<file path="src/hw/rtl/apr_pkg.sv">
`default_nettype none
package apr_pkg;

	// default sizes
	localparam int MAX_PIVOTS_DEF     = 64;
	localparam int MAX_TOKENS_DEF     = 64;
	localparam int PROB_FRAC_BITS_DEF = 15;

	localparam logic [15:0] VAL_MAX = 16'hFFFF;

	// shared divider sizes: numerator, divisor, step counter
	localparam int DIV_NW = 32;
	localparam int DIV_DW = 16;
	localparam int DIV_CW = $clog2(DIV_NW + 1);

	typedef enum logic [2:0] {
		REQ_LOAD_FIRST  = 3'd0,
		REQ_LOAD_SECOND = 3'd1,
		REQ_LOAD_A      = 3'd2,
		REQ_LOAD_B      = 3'd3,
		REQ_COMPUTE     = 3'd4,
		REQ_READ_C      = 3'd5
	} req_code_t;

	typedef enum logic [1:0] {
		ST_OK            = 2'd0,
		ST_NO_OVERLAP    = 2'd1,
		ST_NOT_EXHAUSTED = 2'd2
	} status_code_t;

	typedef enum logic [4:0] {
		S_IDLE,
		S_CLR,
		S_MCHK,
		S_MEVAL,
		S_MTRD,
		S_MTDAT,
		S_MTSTART,
		S_MTDIV,
		S_MADV,
		S_LCHK,
		S_LTCHK,
		S_LBDAT,
		S_LDIV,
		S_LQRD,
		S_LQWR,
		S_PT,
		S_PS,
		S_PQ,
		S_PMUL,
		S_PACC,
		S_PWR,
		S_DONE
	} state_t;

	typedef struct packed {
		logic [2:0]  req_type;
		logic [5:0]  row_index;
		logic [5:0]  col_index;
		logic [15:0] range_begin;
		logic [15:0] range_end;
		logic [15:0] prob_value;
		logic [6:0]  first_pivot_count;
		logic [6:0]  second_pivot_count;
		logic [6:0]  source_token_count;
		logic [6:0]  target_token_count;
	} req_t;

	typedef struct packed {
		logic        result_kind;
		logic [15:0] result_value;
		logic [1:0]  status_code;
	} rsp_t;

	typedef struct packed {
		logic              done;
		logic [DIV_NW-1:0] quot;
	} div_stat_t;

endpackage
`default_nettype wire

</file>
<file path="src/hw/rtl/apr_ram.sv">
`default_nettype none
module apr_ram #(
	parameter int DEPTH = apr_pkg::MAX_PIVOTS_DEF,
	parameter int WIDTH = 16,
	localparam int AW = $clog2(DEPTH)
) (
	input  wire logic             clk,
	input  wire logic             we,
	input  wire logic [AW-1:0]    waddr,
	input  wire logic [WIDTH-1:0] wdata,
	input  wire logic [AW-1:0]    raddr,
	output logic      [WIDTH-1:0] rdata
);
	logic [WIDTH-1:0] mem [DEPTH];

	// write port
	always_ff @(posedge clk) begin
		if (we) begin
			mem[waddr] <= wdata;
		end
	end

	// registered read port
	always_ff @(posedge clk) begin
		rdata <= mem[raddr];
	end
endmodule
`default_nettype wire

</file>
<file path="config.mk">
export PLATFORM = sky130hd
export DESIGN_NAME = apr_ram
export DESIGN_NICKNAME = d
export VERILOG_FILES = /design/src/hw/rtl/apr_pkg.sv /design/src/hw/rtl/apr_ram.sv
export SDC_FILE = /design/constraint.sdc
export NUM_CORES = 1
export LEC_CHECK = 0
export BUFFER_PORTS_ARGS = -buffer_cell sky130_fd_sc_hd__buf_2
export CORE_ASPECT_RATIO = 0.9
export CORE_MARGIN = 5
export CORE_UTILIZATION = 60
export DETAILED_ROUTE_END_ITERATION = 16
export PLACE_DENSITY = 0.87
export SLEW_MARGIN = 0
export SYNTH_ARGS = -nofsm -noshare
export SYNTH_HDL_FRONTEND = slang
export SYNTH_SLANG_ARGS = --single-unit
</file>
<file path="constraint.sdc">
create_clock -name clk -period 3 [get_ports clk]
set_input_delay 0.6 -clock clk [delete_from_list [all_inputs] [get_ports clk]]
set_output_delay 0.6 -clock clk [all_outputs]
set_load 0.005 [all_outputs]
</file>
Word-level counts from Yosys, hierarchy flattened --
Memory sizes are Yosys's and may differ from the RTL's. A register that Yosys moved wholly into a read port is not among the register bits. Index checks and enable logic that the tools add are counted.
Cells by class: mux-type cells 2
Operators with widths (count):
- 2-to-1 mux 1 bit | 2
Storage, ports and cells: flip-flop bits (word level) 0, RAM bits 1024, logic and storage cells 3, memories kept 1
Memories:
- mem | depth 64, bits a word 16, read ports 1, clocked after memory_dff 1, write ports 1, line apr_ram.sv:14 | logic [WIDTH-1:0] mem [DEPTH];

Depth between registers and ports, before layout --
depth after elaboration 2, mapped depth 10

Worst setup path before layout --
Ideal clock, no wire load.
path kind input to register, from in waddr[3], to mem mem[48][0], enable pin, library setup time 0.409 ns, arrival 2.226 ns, data required time 2.591 ns, setup slack 0.365 ns, stages on the path 4, path through clkbuf_1 -> nor2b_1 -> nand4b_1 -> nor3_1
RTL lines:
- start: declaration | line apr_ram.sv:9 | input wire logic [AW-1:0] waddr,
- end: declaration | line apr_ram.sv:14
Straight into the memory's write port.

==> flow_summary.ini <==
[floorplan]
die_width_um = 282
ios = 46
die-area_sq_mm = 0.0720
coreArea_sq_mm = 0.0658
rows = 89
start_util_pct = 60.8
die_y_um = 255

[synthesis]
synth_area_leader_cell = edfxtp_1
synth_edf_count = 1024
ys_types = 43
yosysTopAreaCellShare_pct = 76.8
avgSynthCellArea_sq_um = 21.9
synth_mux_area_share_pct = 15.5
synth_fa_ha_area_share_pct = 0
ys_warn_count = 0
ys_ff_latch = 1040
synthFlopType = edfxtp_1
syn_inst = 1829
synth_top_cells_by_area = edfxtp_1, mux4_2, mux2i_1, dfxtp_1, mux2_2
synth_commonest_cells = edfxtp_1, mux4_2, mux2i_1
syn_area_sq_mm = 0.0400
synthArstFlopShare_pct = 0
yosysSeqAreaShare_pct = 77.6
synth_top_family_by_area = multiplexers
synth_compound_area_share_pct = 2.41
synth_nets = 1859
yosys.area_share.simple_pct = 2.65
yosysMostFrequentCell = edfxtp_1
synth-xor-area-share_pct = 0

[placement]
dpl.hpwl_mm = 58.1
dpl_cell_area_sq_mm = 0.0420
port_buffers = 45
dpl.cell_count = 2784
place_ws_ns = -0.501
gp_congestion = 0.905

[clocking]
numCtsBuffers = 95
clock-sinks = 1040
cts-resized-gates = 0
clock_path_buffers = 3
tritoncts = built
post_cts.repair.setup_buffers = 0
cts_root_buffer = clkbuf_16
clock_latency_ns = 0.66
holdBufCountCts = 0
h-tree-depth = 3
path_clk_slew_ns = 0.07

[setup_path]
cp_slowest_cell = a221oi_1
cp_max_fo = 29
end_kind = register
critical-path-max-stage-delay_ns = 1.12
cp.buffers_inverters = 3
crit_path_start_kind = primary input
crit_chain = buf_8 -> buf_4 -> buf_12 -> mux4_2 -> mux2_2 -> a221oi_1 -> a311oi_1
crit_family = compound AO/OA/AOI/OAI gates
required_ns = 3.45
worst-setup-path-type = primary input to register
cp.arrival_ns = 3.45

[drt]
routed_via_density = 6.90
vias = 20400
first_pass_iters = 6
antenna_left = 0
wirelength_mm = 99.1
initialDrtViolationCount = 3439
drc = 0
detail_route.wl_per_cell_um = 33.5

[layout]
fin_area_sq_mm = 0.0452
nNetsFinal = 2047
final_cells = 2962
area_growth_pct = 13.0
layout-drive-gt1-share_pct = 29.0

[power]
clkPwrFrac_pct = 41.4
p_int_mw = 23.9
irDropWorstVdd_uv = 919
total_power_mw = 30.3
power_frac_seq_pct = 53.4
leakagePower_nw = 14.6
power_switching_mw = 6.37
combPwrFrac_pct = 5.2
cellPowerDensity_mw_per_mm2 = 669
p_sw_share_pct = 21.0

[global_routing]
antenna_found_initial = 6
grt_pass1_vias = 20700
grt_pass1_wl_mm = 144
grt_use_total_pct = 27.9
grt_max_degree = 65
gr-total-overflow = 0

[hold_path]
hold_path_class = primary input to register

[sta]
fin_skew_ns = 0.0235
fin_ws_ns = -0.00497
fmax_mhz = 333
finalSetupViolations = 1
worst_pin_slew_ns = 1.43
fin_crit_sh_pct = 100
relSlewSlack_pct = 4.51
slew_violations = 0
layout_min_cycle_time_ns = 3.00
hold_viol_final = 0
hold_ws_ns = 0.320

[outcome]
violations = negative setup slack
status = finished with violations

[flow_run]
cap_violations = 0
## layout make-up
class | instances | area (sq um)
Clock buffer | 122 | 2650
Antenna cell | 2 | 5.00
Sequential cell | 1040 | 31100
Multi-Input combinational cell | 685 | 8250
Fill cell | 3649 | 20600
Clock inverter | 54 | 596
Timing Repair Buffer | 195 | 1580
Tap cell | 864 | 1080
## path summary, 6_finish.rpt
kind | startpoint | end | slack [ns] | cells past startpoint
min reg2reg | mem[56][10] | rdata[10] | 0.87 | 5
min | wdata[14] | mem[21][14] | 0.32 | 1
max | raddr[0] | rdata[1] | -0.005 | 7
max reg2reg | mem[61][1] | rdata[1] | 0.30 | 4
## flip-flops by register name (all words and copies together) (netlist names)
register,count
mem,1024
rdata,16
## cell families (layout without fill, tap and decap cells)
logic type | count (synthesis) | in the layout
flops | 1040 | 1040
mux | 336 | 336
simple gates | 220 | 220
compound gates | 129 | 129
buf+inv | 104 | 371
other cells | 0 | 2
## worst reg2reg max path: stages (launching register included)
cell and delay, ns:
edfxtp_1 0.38, mux4_2 0.49, mux2_2 0.29, a221oi_1 1.12
a311oi_1 0.22
## power groups by stage
| stage | sequential, mW | clock (mW) | combinational, mW |
|---|---|---|---|
| 3_3_place_gp | 16.5 | 0 | 1.45 |
| 6_report | 16.2 | 12.5 | 1.56 |
| 3_5_place_dp | 16.5 | 0 | 1.50 |
| 4_1_cts | 16.2 | 12.6 | 1.53 |
| 5_1_grt | 16.2 | 13.3 | 1.62 |
| 2_1_floorplan | 16.4 | 0 | 0.833 |
## per-layer routing
layer  track usage [%]  vias to the layer above  wire length [um]
met5                 0                        -                44
met4              9.78                        6              4130
met3              8.62                      268             13500
met2              44.0                     1671             47600
met1              37.8                    10500             33800
li1                  -                     8035                 -
## placed cells by master (no fill, tap or decap), types with 12 or more instances in the layout
cell type	Yosys	final
nor2_1	72	72
clkbuf_16	0	99
nand4_1	12	12
buf_2	36	42
nor2b_1	30	30
a221oi_1	16	16
nand3_1	24	24
clkinv_2	0	22
mux2i_1	85	85
clkbuf_1	24	14
buf_4	13	134
edfxtp_1	1024	1024
nand2_1	59	59
mux2_2	27	27
buf_12	5	16
mux4_2	220	220
a21oi_1	17	17
a22oi_1	39	39
dfxtp_1	16	16
## metrics by stage
stage	TNS, ns	utilization [%]
floorplan	0	-
global placement	-2.29	63.8
detailed placement	-2.17	63.8
CTS	0	68.7
global route	-0.0115	68.7
finish	-0.00497	68.7
Power figures use the tool's default switching activity.
