==> src/hw/rtl/apr_pkg.sv <==
`default_nettype none
package apr_pkg;

	// default sizes
	localparam int MAX_PIVOTS_DEF     = 64;
	localparam int MAX_TOKENS_DEF     = 64;
	localparam int PROB_FRAC_BITS_DEF = 15;

	localparam logic [15:0] VAL_MAX = 16'hFFFF;

	// shared divider sizes: numerator, divisor, step counter
	localparam int DIV_NW = 32;
	localparam int DIV_DW = 16;
	localparam int DIV_CW = $clog2(DIV_NW + 1);

	typedef enum logic [2:0] {
		REQ_LOAD_FIRST  = 3'd0,
		REQ_LOAD_SECOND = 3'd1,
		REQ_LOAD_A      = 3'd2,
		REQ_LOAD_B      = 3'd3,
		REQ_COMPUTE     = 3'd4,
		REQ_READ_C      = 3'd5
	} req_code_t;

	typedef enum logic [1:0] {
		ST_OK            = 2'd0,
		ST_NO_OVERLAP    = 2'd1,
		ST_NOT_EXHAUSTED = 2'd2
	} status_code_t;

	typedef enum logic [4:0] {
		S_IDLE,
		S_CLR,
		S_MCHK,
		S_MEVAL,
		S_MTRD,
		S_MTDAT,
		S_MTSTART,
		S_MTDIV,
		S_MADV,
		S_LCHK,
		S_LTCHK,
		S_LBDAT,
		S_LDIV,
		S_LQRD,
		S_LQWR,
		S_PT,
		S_PS,
		S_PQ,
		S_PMUL,
		S_PACC,
		S_PWR,
		S_DONE
	} state_t;

	typedef struct packed {
		logic [2:0]  req_type;
		logic [5:0]  row_index;
		logic [5:0]  col_index;
		logic [15:0] range_begin;
		logic [15:0] range_end;
		logic [15:0] prob_value;
		logic [6:0]  first_pivot_count;
		logic [6:0]  second_pivot_count;
		logic [6:0]  source_token_count;
		logic [6:0]  target_token_count;
	} req_t;

	typedef struct packed {
		logic        result_kind;
		logic [15:0] result_value;
		logic [1:0]  status_code;
	} rsp_t;

	typedef struct packed {
		logic              done;
		logic [DIV_NW-1:0] quot;
	} div_stat_t;

endpackage
`default_nettype wire

==> src/hw/rtl/apr_div.sv <==
`default_nettype none
module apr_div (
	input  wire logic                       clk,
	input  wire logic                       arst_n,
	input  wire logic                       start,
	input  wire logic [apr_pkg::DIV_NW-1:0] num,
	input  wire logic [apr_pkg::DIV_DW-1:0] den,
	output apr_pkg::div_stat_t              stat
);
	import apr_pkg::*;

	logic [DIV_NW-1:0] n_q;
	logic [DIV_DW-1:0] d_q;
	logic [DIV_DW-1:0] r_q;
	logic [DIV_CW-1:0] cnt_q;
	logic              run_q;
	logic              done_q;
	logic [DIV_DW:0]   rem_sh;
	logic              ge;
	logic [DIV_DW:0]   rem_nx;

	// one quotient bit per cycle, restoring
	always_comb begin
		rem_sh = {r_q, n_q[DIV_NW-1]};
		ge     = rem_sh >= {1'b0, d_q};
		rem_nx = ge ? (rem_sh - {1'b0, d_q}) : rem_sh;
	end

	always_ff @(posedge clk or negedge arst_n) begin
		if (!arst_n) begin
			run_q  <= 1'b0;
			done_q <= 1'b0;
			cnt_q  <= '0;
		end else begin
			done_q <= 1'b0;
			if (start) begin
				run_q <= 1'b1;
				cnt_q <= DIV_CW'(DIV_NW);
			end else if (run_q) begin
				cnt_q <= cnt_q - 1'b1;
				if (cnt_q == DIV_CW'(1)) begin
					run_q  <= 1'b0;
					done_q <= 1'b1;
				end
			end
		end
	end

	// datapath
	always_ff @(posedge clk) begin
		if (start) begin
			n_q <= num;
			d_q <= den;
			r_q <= '0;
		end else if (run_q) begin
			n_q <= {n_q[DIV_NW-2:0], ge};
			r_q <= rem_nx[DIV_DW-1:0];
		end
	end

	assign stat.done = done_q;
	assign stat.quot = n_q;
endmodule
`default_nettype wire

==> config.mk <==
export PLATFORM = sky130hd
export DESIGN_NAME = apr_div
export DESIGN_NICKNAME = d
export VERILOG_FILES = /design/src/hw/rtl/apr_pkg.sv /design/src/hw/rtl/apr_div.sv
export SDC_FILE = /design/constraint.sdc
export NUM_CORES = 1
export LEC_CHECK = 0
export BUFFER_PORTS_ARGS = -buffer_cell sky130_fd_sc_hd__buf_2
export CAP_MARGIN = 20
export CORE_ASPECT_RATIO = 0.8
export CORE_MARGIN = 2
export CORE_UTILIZATION = 59
export CTS_CLUSTER_SIZE = 40
export DETAILED_ROUTE_END_ITERATION = 16
export GPL_ROUTABILITY_DRIVEN = 0
export PLACE_DENSITY = 0.92
export SLEW_MARGIN = 10
export SYNTH_ARGS = -nofsm -noshare
export SYNTH_HDL_FRONTEND = slang
export SYNTH_SLANG_ARGS = --single-unit
==> constraint.sdc <==
create_clock -name clk -period 3.7 [get_ports clk]
set_clock_uncertainty 0.05 [all_clocks]
set_input_delay 0 -clock clk [delete_from_list [all_inputs] [get_ports clk]]
set_output_delay 0 -clock clk [all_outputs]
set_load 0.005 [all_outputs]
**Word-level counts from Yosys, hierarchy flattened**

Cells that the tools add are included.
Widths: inputs -> output; s select.

- Register bits: 72
- Bits of input ports: 51

- Order comparisons: 1
- Reductions and logical operators: 1
- Muxes and demuxes: 11
- Add/sub/neg operators: 2
- Eq/ne operators: 1

Operators with widths:

| kind | count |
|---|---|
| $mux 32 | 2 |
| $ge 17x16->1 | 1 |
| $mux 16 | 1 |
| $sub 16x16->16 | 1 |
| $mux 6 | 2 |
| $eq 6x1->1 const B | 1 |
| $mux 1 | 6 |
| $sub 6x1->6 const B | 1 |
| $reduce_bool 2->1 | 1 |

**Logic depth before layout (Yosys ltp)**

- Depth after elaboration: 4
- Depth in mapped cells: 11

**Least setup slack after synthesis**

OpenSTA, ideal clock, no wires.

- Path type: reg2reg
- Start: register d_q[3]
- End: register n_q[0] (data pin)
- Required time: 3390 ps
- Stages on the path, launching flop included: 11
- Path buffers: 2
- Arrival: 2031 ps
- Setup slack: 1359 ps
- Library setup time: 260 ps
- Period minus slack after synthesis: 2341 ps
- Cell sequence: edfxtp_1 -> inv_1 -> ha_1 -> clkbuf_1 -> a21o_1 -> nor2_1 -> a21oi_1 -> o2111ai_2 -> buf_2 -> nand2_1 -> mux2_2

- Word-level cells in the longest chain between the ends: 3

Ends and longest elaborated chain:

| element | line | RTL |
|---|---|---|
| start, declared | apr_div.sv:13 | `logic [DIV_DW-1:0] d_q;` |
| start signal, assigned | apr_div.sv:53 | `d_q <= den;` |
| $ge 17x16->1 | apr_div.sv:25 | `ge = rem_sh >= {1'b0, d_q};` |
| $mux 32 | apr_div.sv:55 | `end else if (run_q) begin` |
| $mux 32 | apr_div.sv:51 | `if (start) begin` |
| end signal, assigned | apr_div.sv:52 | `n_q <= num;` |
| end signal, assigned | apr_div.sv:56 | `n_q <= {n_q[DIV_NW-2:0], ge};` |
| end, declared | apr_div.sv:12 | `logic [DIV_NW-1:0] n_q;` |

Every way passes these cells. The select of a mux whose other input is x is not followed.
A chain may end at the register's enable or synchronous reset.

**Worst setup path after layout**

- Start: register d_q[10]
- End: register n_q[0] (data pin)

Same word-level chain as after synthesis.

==> key figures <==
Outcome
  • Status: complete, no violations

Logic synthesis
  • Syn avg cell area: 11.1 um^2
  • Ys Warns: 0
  • Seq/Total Area, Yosys: 49.8%
  • FF+latch count, synth: 72
  • Yosys cell types: 55
  • Area share of the largest cell type after synthesis: 36.6%
  • Ys async rst share: 11.1%
  • Syn Nets: 424
  • Mapped Area: 0.00394 mm^2
  • Synth Instances: 354
  • Number of synthesized flops with an enable pin: 48
  • Dominant synthesized flop cell: edfxtp_1
  • Area contributors post-synth: edfxtp_1 (37%), mux2_2 (9.2%), dfxtp_1 (8.1%)
  • Post-synth top area cell: edfxtp_1

Floorplanning
  • IO Count: 84
  • Row count: 26
  • Initial core utilization: 61.4%
  • Chip height: 77.1 um
  • DIE AREA: 0.00734 mm^2
  • Core area: 0.00641 mm^2
  • Die X: 95.3 um

Worst setup path
  • FF-to-FF End: n_q[0]$_DFFE_PP_
  • Worst Setup Path Type: reg2reg
  • Worst R2R Setup Slack: 680 ps
  • Reg2reg path depth: 8
  • Reg-to-Reg Start: d_q[10]$_DFFE_PP_
  • CP startpoint kind: register
  • Critical Path End Type: register
  • Worst EP arrival: 3090 ps
  • Maximum fanout along the worst path: 17
  • Worst EP required: 3770 ps

Placed design
  • DP Wirelength: 6150 um
  • Placed insts: 508
  • Post-DP Area: 0.00441 mm^2
  • Port Buffers: 83

CTS
  • Max Buffers Root-to-Sink: 2
  • CTS tree: done
  • Clk sinks: 72
  • CTS clk-pin slew, worst paths: 90 ps
  • Worst skew pair latency: 370 ps
  • # H-tree levels: 3
  • Root Driver: clkbuf_8
  • Post-CTS resize count: 0
  • Num CTS Buffers: 9

Timing
  • Final worst-path cycle share: 81.6%
  • Fin Hold WS: 209 ps
  • Worst Tran Pin Value: 886 ps
  • Slew Viols, Final: 0
  • Max-Slew Margin vs Limit: 41.0%
  • Unrepaired setup endpoints after global routing: false
  • Setup tns final: 0 ps
  • Peak Freq: 331 MHz
  • Fin. Hold Viols: 0
  • Fin crit period: 3020 ps
  • # setup viols final: 0

Route
  • Antenna viol nets, final: 0
  • Pre-antenna DRT Iters: 7
  • Iteration-0 DRC Markers: 554
  • DR DRC count: 0
  • WL/cell: 21.5 um
  • Via density per instance: 6.55
  • Total Routed Length: 12400 um
  • Via count: 3761

Hold path
  • Min-Delay Path Depth: 2
  • Worst hold path endpoint: cnt_q[3]$_DFFE_PN0P_
  • HP Start: start
  • Worst Hold Class: in2reg

Global route
  • GRT Util Overall: 35.3%
  • Largest net degree at the start of global routing: 41
  • Global-route wire length before repair: 19400 um
  • GRT overflow: 0
  • Initial antenna violation count: 0
  • Vias in the first global route: 3691

Flow run
  • Max cap viols: 0

Cells and area
  • Share of layout cells above drive strength 1: 29.0%
  • Register area: 0.00196 mm^2
  • Fillers: 351
  • # nets final: 555
  • Non-Filler Instances: 574
  • Multi-input gate area: 0.00182 mm^2
  • Number of diodes: 0
  • Layout area overhead: 30.2%
  • Design Area, Final: 0.00512 mm^2

Power
  • P_leak: 2.17 nW
  • Maximum VDD drop: 0.000389 V
  • Power per standard cell area: 636 mW/mm^2
[metal layers]
metal  track usage (%)  part of all wire (%)
met1              41.3                    34
met2              56.7                    48
met3              8.35                   9.6
met4              24.3                   7.7
met5                 0                     0
[cells in the mapped netlist (all sizes together), types with 8 or more instances]
cell,instances
a21o,9
a21oi,18
a311oi,10
buf,9
dfrtp,8
dfxtp,16
edfxtp,48
ha,18
inv,21
mux2,32
nand2,17
nand3,13
nor2,28
o21ai,16
xnor2,10
[layout make-up]
cell class | instances | share of cell area, %
clock inverters | 6 | 1.76
clock buffers | 10 | 2.49
multi-input cells | 245 | 35.6
flip-flops and latches | 72 | 38.3
well taps | 84 | 2.05
inverters | 21 | 1.54
repair buffers | 136 | 18.3
[cells in the final DEF (no fill, tap or decap), types with 10 or more instances in the layout]
cell type      instances
nor2_1                27
inv_1                 21
nand2_1               17
nand3_1               12
dlygate4sd3_1         50
a21oi_1               17
o21ai_0               14
xnor2_1               10
a311oi_1              10
mux2_2                32
edfxtp_1              48
ha_1                  18
dfxtp_1               16
buf_2                 83
[cell families after synthesis]
| kind of cell | synth area share, % |
|---|---|
| multiplexers | 9.41 |
| AND/OR/NAND/NOR | 11.3 |
| AO/OA/AOI/OAI | 16.3 |
| XOR/XNOR | 3.11 |
| buffers and inverters | 3.85 |
| flip-flops | 49.8 |
| adder cells (fa/ha/maj) | 6.23 |
[state kept, by name, summed over array words and instances, names as in the netlist]
name,count
d_q,16
r_q,16
cnt_q,6
run_q,1
done_q,1
n_q,32
[through the flow]
stage	setup WS [ps]	total power, mW	util (%)
after floorplan	1360	2.04	-
after global placement	1170	2.29	68.8
after detailed placement	1030	2.34	68.8
after CTS	961	3.09	80.0
after global routing	694	3.38	80.0
final	682	3.26	80.0
[worst max-delay path by stage]
stage                      startpoint          endpoint  cells after the start
global route        d_q[10]$_DFFE_PP_  n_q[0]$_DFFE_PP_                      8
CTS                 d_q[10]$_DFFE_PP_  n_q[0]$_DFFE_PP_                      8
floorplan            d_q[3]$_DFFE_PP_  n_q[0]$_DFFE_PP_                     10
global placement    d_q[10]$_DFFE_PP_  n_q[0]$_DFFE_PP_                      8
finish              d_q[10]$_DFFE_PP_  n_q[0]$_DFFE_PP_                      8
detailed placement  d_q[10]$_DFFE_PP_  n_q[0]$_DFFE_PP_                      8
[what timing repair did]
| item | 4_1_cts | 5_1_grt |
|---|---|---|
| setup buffers | 0 | 0 |
| hold endpoints to repair | 56 | 0 |
| hold buffers | 50 | 0 |
[critical path, stage by stage, from the launching register on]
cell,delay (ps)
edfxtp_1,350
inv_1,50
ha_1,450
a21oi_2,310
o41ai_1,150
a21oi_1,340
o21a_1,590
nand2_1,180
mux2_2,320
[report_power, final]
| group | switching [mW] | leakage, nW | internal [mW] |
|---|---|---|---|
| Combinational | 0.775 | 1.34 | 0.556 |
| Sequential | 0.154 | 0.724 | 1.05 |
| Clock | 0.341 | 0.107 | 0.384 |
Power figures use the tool's default switching activity.
